## config.mk

```make
export PLATFORM = sky130hd
export DESIGN_NAME = rhe_div
export DESIGN_NICKNAME = d
export VERILOG_FILES = /design/src/hw/rtl/rhe_pkg.sv /design/src/hw/rtl/rhe_div.sv
export SDC_FILE = /design/constraint.sdc
export NUM_CORES = 1
export LEC_CHECK = 0
export BUFFER_PORTS_ARGS = -buffer_cell sky130_fd_sc_hd__buf_4
export CELL_PAD_IN_SITES_DETAIL_PLACEMENT = 1
export CELL_PAD_IN_SITES_GLOBAL_PLACEMENT = 1
export CORE_ASPECT_RATIO = 0.5
export CORE_MARGIN = 4
export CORE_UTILIZATION = 44
export CTS_BUF_LIST = sky130_fd_sc_hd__clkbuf_2
export CTS_CLUSTER_DIAMETER = 120
export DETAILED_ROUTE_END_ITERATION = 8
export PLACE_DENSITY = 0.94
export SLEW_MARGIN = 30
export SYNTH_ARGS = -nofsm -noshare
export SYNTH_HDL_FRONTEND = slang
export SYNTH_SLANG_ARGS = --single-unit
```

## constraint.sdc

```tcl
create_clock -name clk -period 3.01 [get_ports clk]
set_clock_uncertainty 0.05 [all_clocks]
set_input_delay 0.1505 -clock clk [delete_from_list [all_inputs] [get_ports clk]]
set_output_delay 0.1505 -clock clk [all_outputs]
set_load 0.02 [all_outputs]
```

## src/hw/rtl/rhe_pkg.sv

```systemverilog
// Shared types, widths and codes of the range histogram engine.
`default_nettype none
package rhe_pkg;
	localparam int DATA_W       = 32;
	localparam int CMD_W        = 2;
	localparam int BIN_COUNT_W  = 9;
	localparam int CFG_IDX_W    = 2;
	localparam int DIV_CNT_W    = $clog2(DATA_W + 1);
	localparam int DEF_MAX_BINS = 256;

	// commands
	localparam logic [CMD_W-1:0] CMD_ADD   = 2'd0;
	localparam logic [CMD_W-1:0] CMD_QUERY = 2'd1;
	localparam logic [CMD_W-1:0] CMD_CLEAR = 2'd2;

	// register indexes
	localparam logic [CFG_IDX_W-1:0] REG_BIN_COUNT  = 2'd0;
	localparam logic [CFG_IDX_W-1:0] REG_RANGE_LOW  = 2'd1;
	localparam logic [CFG_IDX_W-1:0] REG_RANGE_HIGH = 2'd2;

	// register reset values
	localparam logic [BIN_COUNT_W-1:0] RST_BIN_COUNT  = 9'd16;
	localparam logic [DATA_W-1:0]      RST_RANGE_LOW  = 32'd0;
	localparam logic [DATA_W-1:0]      RST_RANGE_HIGH = 32'd256;

	typedef enum logic [2:0] {
		ST_IDLE,
		ST_CLEAR,
		ST_WIDTH,
		ST_WIDTH_WAIT,
		ST_LOC,
		ST_LOC_WAIT,
		ST_READ,
		ST_UPD
	} state_t;

	typedef struct packed {
		logic              start;
		logic [DATA_W-1:0] dividend;
		logic [DATA_W-1:0] divisor;
	} div_req_t;

	typedef struct packed {
		logic              done;
		logic [DATA_W-1:0] quotient;
		logic [DATA_W-1:0] remainder;
	} div_rsp_t;
endpackage
`default_nettype wire

```

## src/hw/rtl/rhe_div.sv

```systemverilog
// Radix-2 restoring divider, one quotient bit per cycle.
`default_nettype none
module rhe_div (
	input  wire logic              clk,
	input  wire logic              arst_n,
	input  wire rhe_pkg::div_req_t req,
	output rhe_pkg::div_rsp_t      rsp
);
	logic [rhe_pkg::DIV_CNT_W-1:0] cnt_q;
	logic                          done_q;
	logic [rhe_pkg::DATA_W-1:0]    quo_q;
	logic [rhe_pkg::DATA_W-1:0]    rem_q;
	logic [rhe_pkg::DATA_W-1:0]    dvs_q;
	logic [rhe_pkg::DATA_W:0]      trial;
	logic [rhe_pkg::DATA_W:0]      diff;
	logic                          ge;

	assign trial = {rem_q, quo_q[rhe_pkg::DATA_W-1]};
	assign diff  = trial - {1'b0, dvs_q};
	assign ge    = trial >= {1'b0, dvs_q};

	always_ff @(posedge clk or negedge arst_n) begin
		if (!arst_n) begin
			cnt_q  <= '0;
			done_q <= 1'b0;
		end else begin
			done_q <= 1'b0;
			if (req.start) begin
				cnt_q <= rhe_pkg::DIV_CNT_W'(rhe_pkg::DATA_W);
			end else if (cnt_q != '0) begin
				cnt_q <= cnt_q - 1'b1;
				if (cnt_q == rhe_pkg::DIV_CNT_W'(1))
					done_q <= 1'b1;
			end
		end
	end

	always_ff @(posedge clk) begin
		if (req.start) begin
			quo_q <= req.dividend;
			rem_q <= '0;
			dvs_q <= req.divisor;
		end else if (cnt_q != '0) begin
			// remainder stays below the divisor, so 32 bits hold it
			rem_q <= ge ? diff[rhe_pkg::DATA_W-1:0] : trial[rhe_pkg::DATA_W-1:0];
			quo_q <= {quo_q[rhe_pkg::DATA_W-2:0], ge};
		end
	end

	assign rsp.done      = done_q;
	assign rsp.quotient  = quo_q;
	assign rsp.remainder = rem_q;
endmodule
`default_nettype wire

```

==> flow_summary.yaml, run 1 <==
critical_path:
  cp_cell_sequence: "inv_2, ha_4, a21oi_2, nor2b_1, o31ai_1, buf_4, a211o_1, a31oi_2, buf_4, o21a_1, nor3_1, a221o_1"
  worstSetupStartpointType: "register"
  path_max_fanout: 5
  max_stage_delay_ns: 0.66
  worst_path_max_delay_cell: "nor3_1"
  arrival_ns: 4.00
  reg2reg_depth: 12
  startpoint: "dvs_q[3]"
  cpMostUsedCell: "buf_4"
  timing.rr.start: "dvs_q[3]"
  critical_path_class: "register to register"
  crit_required_ns: 3.66
  path_delay_family: "compound AO/OA/AOI/OAI gates"
  end_kind: "register"
  r2r-end: "rem_q[25]"
  path_buf_inv: 3
  ff2ff_setup_slack_ns: -0.34
placed_design:
  place.gp.congestion: 0.885
  io_buffers: 131
  pre_cts_ws_ns: -0.0243
  hpwl_um: 14300
timing:
  slew_headroom: 0.469
  finalMaxSlewViolations: 0
  fin_crit_ns: 3.35
  rsz0062_at_grt: "true"
  tightest_slew_ns: 0.789
  finalCritPeriodShare: 1.11
  hold_ws_ns: 0.0359
  finalSetupViolations: 33
  setup_ws_ns: -0.342
  timing.fmax_mhz: 298
  final_hold_viol_count: 0
synthesis:
  ys_ff_latch: 103
  yosys.area.top_type_share: 0.324
  syn-num-nets: 659
  synth_area_um2: 5930
  synth_top_area_cell: "edfxtp_1"
  ys_top_cells_by_area: "edfxtp_1 (32%), dfxtp_1 (11%), ha_1 (7.2%), mux2_2 (6.1%), a21oi_1 (4.1%)"
  yosys_warnings: 0
  yosysSeqAreaShare: 0.462
  synth_enable_flop_cells: 64
  syn_area_per_cell_um2: 10.6
  syn_inst: 557
  synthArstFlopShare: 0.0680
  ys.flop_type: "edfxtp_1"
  synth_most_common_cell: "edfxtp_1"
  synth_cell_types: 68
  netlist_top_cells_count: "edfxtp_1 (64), a21oi_1 (48), inv_1 (48)"
detailed_routing:
  dr.pass1.iters: 8
  wl_um: 30800
  avgViaCountPerCell: 6.59
  first_iter_violations: 771
  avgRoutedWirePerCell_um: 30.8
  drc_errors: 0
  final_antenna_net_count: 0
  vias: 6582
layout:
  num-fill-cells: 1352
  area_growth_syn_to_layout_pct: 45.7
  fin_util: 0.669
  drive_gt1_frac: 0.383
  fin_nets: 924
die:
  io_pins: 132
  rows: 29
  start_util: 0.459
  coreArea_um2: 12900
  dieArea_um2: 15500
  die_w_um: 172
  fp.dieH_um: 90.1
pwr:
  vdd_drop_max_mv: 0.356
  leakage_nw: 3.79
  p_total_mw: 8.04
  power.density_nw_per_um2: 931
worst_hold_path:
  min_from: "req[9]"
  holdPathStages: 2
  worstHoldEndpoint: "dvs_q[9]"
  hold_class: "primary input to register"
grt:
  grt_pass1_wl_um: 38700
  antenna_found_initial: 1
  grt_use_total: 0.321
  grt_pass1_vias: 6569
  grt_max_degree: 51
  overflow: 0
clock_network:
  cts_tree: "yes"
  htreeDepth: 3
  cts.reportedPaths.clkPinSlew_ns: 0.37
  cts.sinks: 103
  cts-root-buf: "clkbuf_2"
  cts_buffer_depth: 2
  numCtsBuffers: 9
  clk_latency_ns: 0.76
job:
  drv_cap: 0
outcome:
  status: "finished, violations left"
  violations: "setup timing"
-- metal layers --
metal / wire, um / track usage / share of wire / vias to the layer above
li1: - / - / - / 2581
met1: 11000 / 0.388 / 0.36 / 3142
met2: 14200 / 0.542 / 0.46 / 636
met3: 3250 / 0.0811 / 0.11 / 223
met4: 2420 / 0.139 / 0.078 / 0
met5: 0 / 0 / 0 / -
-- layout by cell type (no fill, tap or decap), drive strengths merged, types with 3 or more instances in the layout --
cell type | Yosys | layout
o31ai | 5 | 5
clkbuf | 13 | 10
buf | 10 | 209
xnor2 | 15 | 15
edfxtp | 64 | 64
nor3 | 10 | 10
dlygate4sd3 | 0 | 67
o21a | 5 | 5
dfxtp | 32 | 32
o21ai | 42 | 42
a211oi | 3 | 3
o21bai | 5 | 5
ha | 34 | 34
mux2 | 32 | 32
mux2i | 16 | 16
o211ai | 3 | 3
nand2 | 44 | 44
a21oi | 48 | 48
nand3 | 10 | 10
a2111oi | 3 | 3
nor2b | 5 | 5
nor4 | 4 | 4
nand4 | 7 | 7
a22o | 3 | 3
dfrtp | 7 | 7
inv | 48 | 51
a32oi | 9 | 9
clkinv | 0 | 3
a211o | 3 | 3
and3 | 4 | 4
nor2 | 21 | 21
xor2 | 10 | 10
nand2b | 4 | 4
and2 | 4 | 4
a21o | 13 | 13
-- cell families (layout without fill, tap and decap cells) --
kind of cell | Yosys count | in the layout | synth area share
AO/OA/AOI/OAI | 157 | 157 | 0.180
AND/OR/NAND/NOR | 118 | 118 | 0.101
flip-flops | 103 | 103 | 0.462
buffers and inverters | 71 | 341 | 0.0570
multiplexers | 48 | 48 | 0.0878
adder cells (fa/ha/maj) | 35 | 35 | 0.0752
XOR/XNOR | 25 | 25 | 0.0370
other | 0 | 2 | 0
-- area by class of cell --
type	instances	area (um^2)	area share
Multi-Input combinational cell	383	3090	0.358
Sequential cell	103	2740	0.317
Timing Repair Buffer	277	2310	0.267
Tap cell	170	213	0.0246
Inverter	48	180	0.0209
Clock inverter	7	56.3	0.00652
Clock buffer	9	45.0	0.00522
Antenna cell	2	5.00	0.000580
-- power by group --
group	internal [mW]	total (mW)	switching [mW]
logic	2.10	5.01	2.91
clock network	0.125	0.741	0.617
registers	1.88	2.29	0.411
-- worst max path at each step --
| stage | cells after the start | to | slack [ns] |
|---|---|---|---|
| 6_report | 12 | rem_q[25] | -0.34 |
| 5_1_grt | 11 | rem_q[25] | -0.47 |
| 3_3_place_gp | 12 | rem_q[30] | 0.13 |
| 3_5_place_dp | 12 | rem_q[26] | -0.02 |
| 4_1_cts | 12 | rem_q[26] | -0.001 |
| 2_1_floorplan | 12 | rem_q[26] | 0.19 |
-- worst reg2reg max path, stage by stage (launching register included) --
cell	delay, ns
edfxtp_1	0.48
inv_2	0.10
ha_4	0.23
a21oi_2	0.20
nor2b_1	0.11
o31ai_1	0.34
buf_4	0.21
a211o_1	0.19
a31oi_2	0.11
buf_4	0.16
o21a_1	0.26
nor3_1	0.66
a221o_1	0.22
-- through the flow --
| stage | std cells | cell area, um^2 | setup TNS [ns] |
|---|---|---|---|
| detailed placement | 882 | 7340 | -0.0519 |
| floorplan | 557 | 5930 | 0 |
| global route | 998 | 8630 | -8.08 |
| finish | 999 | 8640 | -4.50 |
| global placement | 882 | 7340 | 0 |
| CTS | 977 | 8320 | -0.000982 |
-- registers in the layout, summed over array words and instances, names as in the netlist --
| register | flops |
|---|---|
| quo_q | 32 |
| done_q | 1 |
| rem_q | 32 |
| dvs_q | 32 |
| cnt_q | 6 |
-- repair_timing --
action / in CTS / in global routing
endpoints found under the setup margin: 7 / 33
setup buffers: 12 / 19
hold endpoints to repair: 87 / 0
gates resized for setup: 22 / 37
hold buffers: 67 / 0
cloned: 0 / 1
pin swaps: 13 / 21
Power figures use the tool's default switching activity.
==> inputs of run 2 (changes only) <==
Settings changed: CORE_MARGIN 4 to 2.
==> flow_summary.yaml, run 2 (same netlist as run 1, synthesis figures left out) <==
clock_network:
  cts.reportedPaths.clkPinSlew_ns: 0.39
  cts_tree: "yes"
  cts-root-buf: "clkbuf_2"
  cts_buffer_depth: 2
  numCtsBuffers: 9
  clk_latency_ns: 0.75
  htreeDepth: 3
  cts.sinks: 103
layout:
  seqCellArea_um2: 2740
  final_cell_mix: "buf_4 (181), dlygate4sd3_1 (67), edfxtp_1 (64)"
  multi_input_area_um2: 3200
  fin_util: 0.664
  drive_gt1_frac: 0.388
  area_growth_syn_to_layout_pct: 44.7
  final_common_cell: "buf_4"
  num-fill-cells: 1343
  top_regs: "dvs_q x32, quo_q x32, rem_q x32"
  fin_nets: 901
critical_path:
  arrival_ns: 4.39
  max_stage_delay_ns: 0.55
  critical_path_class: "register to register"
  end_kind: "register"
  crit_required_ns: 3.63
  cp_cell_sequence: "ha_1, a21oi_1, nand2_1, nor2_1, a211o_1, a31oi_4, o211ai_1, buf_4, buf_4, a21oi_1, a21oi_1, o22ai_1"
  cpMostUsedCell: "a21oi_1"
  worstSetupStartpointType: "register"
  worst_path_max_delay_cell: "dfxtp_1"
  path_max_fanout: 5
grt:
  antenna_found_initial: 4
  grt_use_total: 0.349
  grt_max_degree: 45
  grt_pass1_wl_um: 38100
  grt_pass1_vias: 6592
  overflow: 0
detailed_routing:
  first_iter_violations: 769
  wl_um: 30400
  final_antenna_net_count: 0
  vias: 6462
  avgViaCountPerCell: 6.61
  dr.pass1.iters: 6
  drc_errors: 0
  avgRoutedWirePerCell_um: 31.1
outcome:
  violations: "setup timing"
  status: "finished, violations left"
die:
  dieArea_um2: 14500
  coreArea_um2: 12900
  die_w_um: 168
  rows: 29
  fp.dieH_um: 86.1
  start_util: 0.459
  io_pins: 132
pwr:
  leakage_nw: 3.69
  p_total_mw: 8.09
  vdd_drop_max_mv: 0.335
  power.density_nw_per_um2: 944
worst_hold_path:
  hold_class: "primary input to register"
timing:
  slew_headroom: 0.387
  finalCritPeriodShare: 1.25
  final_hold_viol_count: 0
  finalMaxSlewViolations: 0
  finalSetupViolations: 33
  fin_crit_ns: 3.77
  hold_ws_ns: 0.0403
  tightest_slew_ns: 0.911
  rsz0062_at_grt: "true"
  timing.fmax_mhz: 265
  setup_ws_ns: -0.758
placed_design:
  io_buffers: 131
  hpwl_um: 14000
  place.gp.congestion: 0.903
job:
  drv_cap: 0
[run 2: cell count changes in the layout (fill, tap and decap cells not counted), sizes merged]
cell / change
buf: -23
diode: +2
inv: -1
clkinv: +1
[run 2: per-stage QoR]
| step | cells | worst slack, ns | setup TNS (ns) | cell area (um^2) |
|---|---|---|---|---|
| 6_report | 978 | -0.758 | -12.44 | 8570 |
| 5_1_grt | 977 | -0.677 | -9.80 | 8570 |
| 4_1_cts | 955 | 0.00384 | 0 | 8140 |
| 3_5_place_dp | 867 | -0.0683 | -0.163 | 7230 |
| 3_3_place_gp | 867 | 0.102 | 0 | 7230 |
| 2_1_floorplan | 557 | 0.193 | 0 | 5930 |
[run 2: power by group]
| group | switching [mW] | internal, mW |
|---|---|---|
| combinational | 3.01 | 2.06 |
| sequential | 0.428 | 1.88 |
| clock | 0.596 | 0.123 |
[run 2: per-layer routing]
layer	global-route usage	wire [um]	vias to the layer above
met2	0.613	13800	554
met5	0	0	-
met3	0.0969	3500	243
li1	-	-	2536
met1	0.388	10800	3129
met4	0.201	2430	0
[run 2: what timing repair did]
| item | 4_1_cts | 5_1_grt |
|---|---|---|
| hold buffers | 67 | 0 |
| hold endpoints to repair | 92 | 0 |
| setup buffers | 5 | 18 |
| gates cloned | 0 | 1 |
| pin swaps | 9 | 16 |
| gates resized for setup | 21 | 65 |
| endpoints found under the setup margin | 11 | 33 |
[run 2: final timing paths]
check	cells after the start	slack, ns	start	endpoint
max	12	-0.76	rem_q[6]	rem_q[5]
min	2	0.04	req[22]	dvs_q[22]
max reg2reg	12	-0.76	rem_q[6]	rem_q[5]
min reg2reg	2	0.48	rem_q[20]	rem_q[20]
max in group asynchronous	3	2.26	arst_n	cnt_q[5]
min in group asynchronous	3	0.38	arst_n	done_q
[run 2: critical path, delay by kind of cell (launching register included)]
family / cells / cell delay (ns)
compound gates: 7 / 1.84
flops: 1 / 0.55
simple gates: 2 / 0.48
buf+inv: 2 / 0.41
fa+ha+maj: 1 / 0.35
[run 2: layout make-up]
type / count / share of cell area
clock inverters: 7 / 0.00671
clock buffers: 9 / 0.00525
flip-flops and latches: 103 / 0.319
repair buffers: 254 / 0.248
multi-input cells: 383 / 0.374
well taps: 170 / 0.0248
diodes: 4 / 0.00117
inverters: 48 / 0.0210
==> inputs of run 3 (changes only) <==
Settings changed: CAP_MARGIN set to 20, CORE_MARGIN 2 to 10.
==> flow_summary.yaml, run 3 (same netlist as run 1, synthesis figures left out) <==
outcome:
  status: "finished, violations left"
  violations: "setup timing"
pwr:
  vdd_drop_max_mv: 0.405
  power.density_nw_per_um2: 933
  leakage_nw: 3.66
  p_total_mw: 7.89
clock_network:
  cts_tree: "yes"
  cts.sinks: 103
  cts.reportedPaths.clkPinSlew_ns: 0.38
  clk_latency_ns: 0.71
  cts_buffer_depth: 2
  cts-root-buf: "clkbuf_2"
  htreeDepth: 3
  numCtsBuffers: 9
timing:
  final_hold_viol_count: 0
  rsz0062_at_grt: "true"
  slew_headroom: 0.361
  finalMaxSlewViolations: 0
  finalSetupViolations: 33
  fin_tns_setup_ns: -18.05
  fin_crit_ns: 3.91
  setup_ws_ns: -0.896
  tightest_slew_ns: 0.958
  finalCritPeriodShare: 1.30
  timing.fmax_mhz: 256
job:
  drv_cap: 0
detailed_routing:
  dr.pass1.iters: 7
  first_iter_violations: 794
  avgRoutedWirePerCell_um: 32.1
  wl_met1_um: 11100
  wl_met3_um: 3580
  top_layer_used: "met4"
  final_antenna_net_count: 0
  met2WireLength_um: 14300
  avgViaCountPerCell: 6.67
  wl_um: 31500
  drc_errors: 0
  vias: 6534
critical_path:
  worstSetupStartpointType: "register"
  arrival_ns: 4.45
  end_kind: "register"
  crit_required_ns: 3.55
  path_max_fanout: 6
  critical_path_class: "register to register"
layout:
  num-fill-cells: 1383
  fin_util: 0.654
  final_common_cell: "buf_4"
  fin_cells: 980
  final_cell_mix: "buf_4 (179), dlygate4sd3_1 (67), edfxtp_1 (64)"
  area_growth_syn_to_layout_pct: 42.6
  drive_gt1_frac: 0.365
  fin_nets: 899
  top_regs: "dvs_q x32, quo_q x32, rem_q x32"
placed_design:
  dp_cells: 863
  io_buffers: 131
  place.gp.congestion: 0.907
  hpwl_um: 14300
die:
  coreArea_um2: 12900
  dieArea_um2: 18800
  start_util: 0.459
  rows: 29
  io_pins: 132
  fp.dieH_um: 102
  die_w_um: 184
worst_hold_path:
  hold_class: "primary input to register"
grt:
  grt_pass1_wl_um: 36700
  grt_max_degree: 66
  grt_pass1_vias: 6301
  grt_use_total: 0.250
  overflow: 0
  antenna_found_initial: 5
run 3: routing by layer:
layer	track usage	vias up
met1	0.273	3116
met4	0.106	0
met3	0.0775	264
met5	0	-
li1	-	2533
met2	0.449	621
run 3: per-stage QoR:
stage	worst slack, ns	area, um^2	hold WS (ns)
after global routing	-1.11	8440	0.0482
after CTS	0.000898	7990	0.123
after global placement	0.0891	7190	-0.0811
final	-0.896	8450	0.0657
after floorplan	0.193	5930	-0.195
after detailed placement	0.0336	7190	-0.0787
run 3: final cells by class:
cell class,count,area (um^2),share of cell area
inverters,48,180,0.0213
flip-flops and latches,103,2740,0.324
multi-input cells,383,3100,0.367
clock buffers,9,45.0,0.00533
clock inverters,7,56.3,0.00666
repair buffers,252,2090,0.248
diodes,8,20.0,0.00237
well taps,170,213,0.0252
run 3: worst max-delay path, stage by stage, from the launching register on:
cell and delay (ns):
edfxtp_1 0.48, inv_1 0.07, ha_1 0.28, nor3_1 0.76, o21ai_2 0.23, nand3b_1 0.14, a211o_1 0.25, a31oi_4 0.13
o211ai_1 0.26, buf_4 0.21, buf_4 0.14, buf_4 0.15, a21oi_1 0.10, a21oi_1 0.39, o21ai_0 0.17
run 3: power breakdown:
part           internal (mW)  leakage [nW]  switching (mW)  total (mW)
registers               1.88          1.00           0.423        2.30
clock network          0.120        0.0581           0.596       0.716
logic                   1.92          2.60            2.94        4.87
run 3: repair_timing:
item / 4_1_cts / 5_1_grt
buffers inserted: 3 / 22
endpoints found under the hold margin: 75 / 0
pin swaps: 1 / 27
cloned: 0 / 1
hold buffers: 67 / 0
setup endpoints to repair: 5 / 33
gates resized for setup: 2 / 59
run 3: worst paths after layout:
path	start	endpoint	slack, ns	cells past startpoint
max in group asynchronous	arst_n	cnt_q[0]	2.29	3
min in group asynchronous	arst_n	cnt_q[5]	0.34	3
setup / recovery	dvs_q[13]	rem_q[13]	-0.90	14
hold reg to reg	rem_q[24]	rem_q[24]	0.49	2
hold / removal	req[18]	dvs_q[18]	0.07	2
setup reg to reg	dvs_q[13]	rem_q[13]	-0.90	14
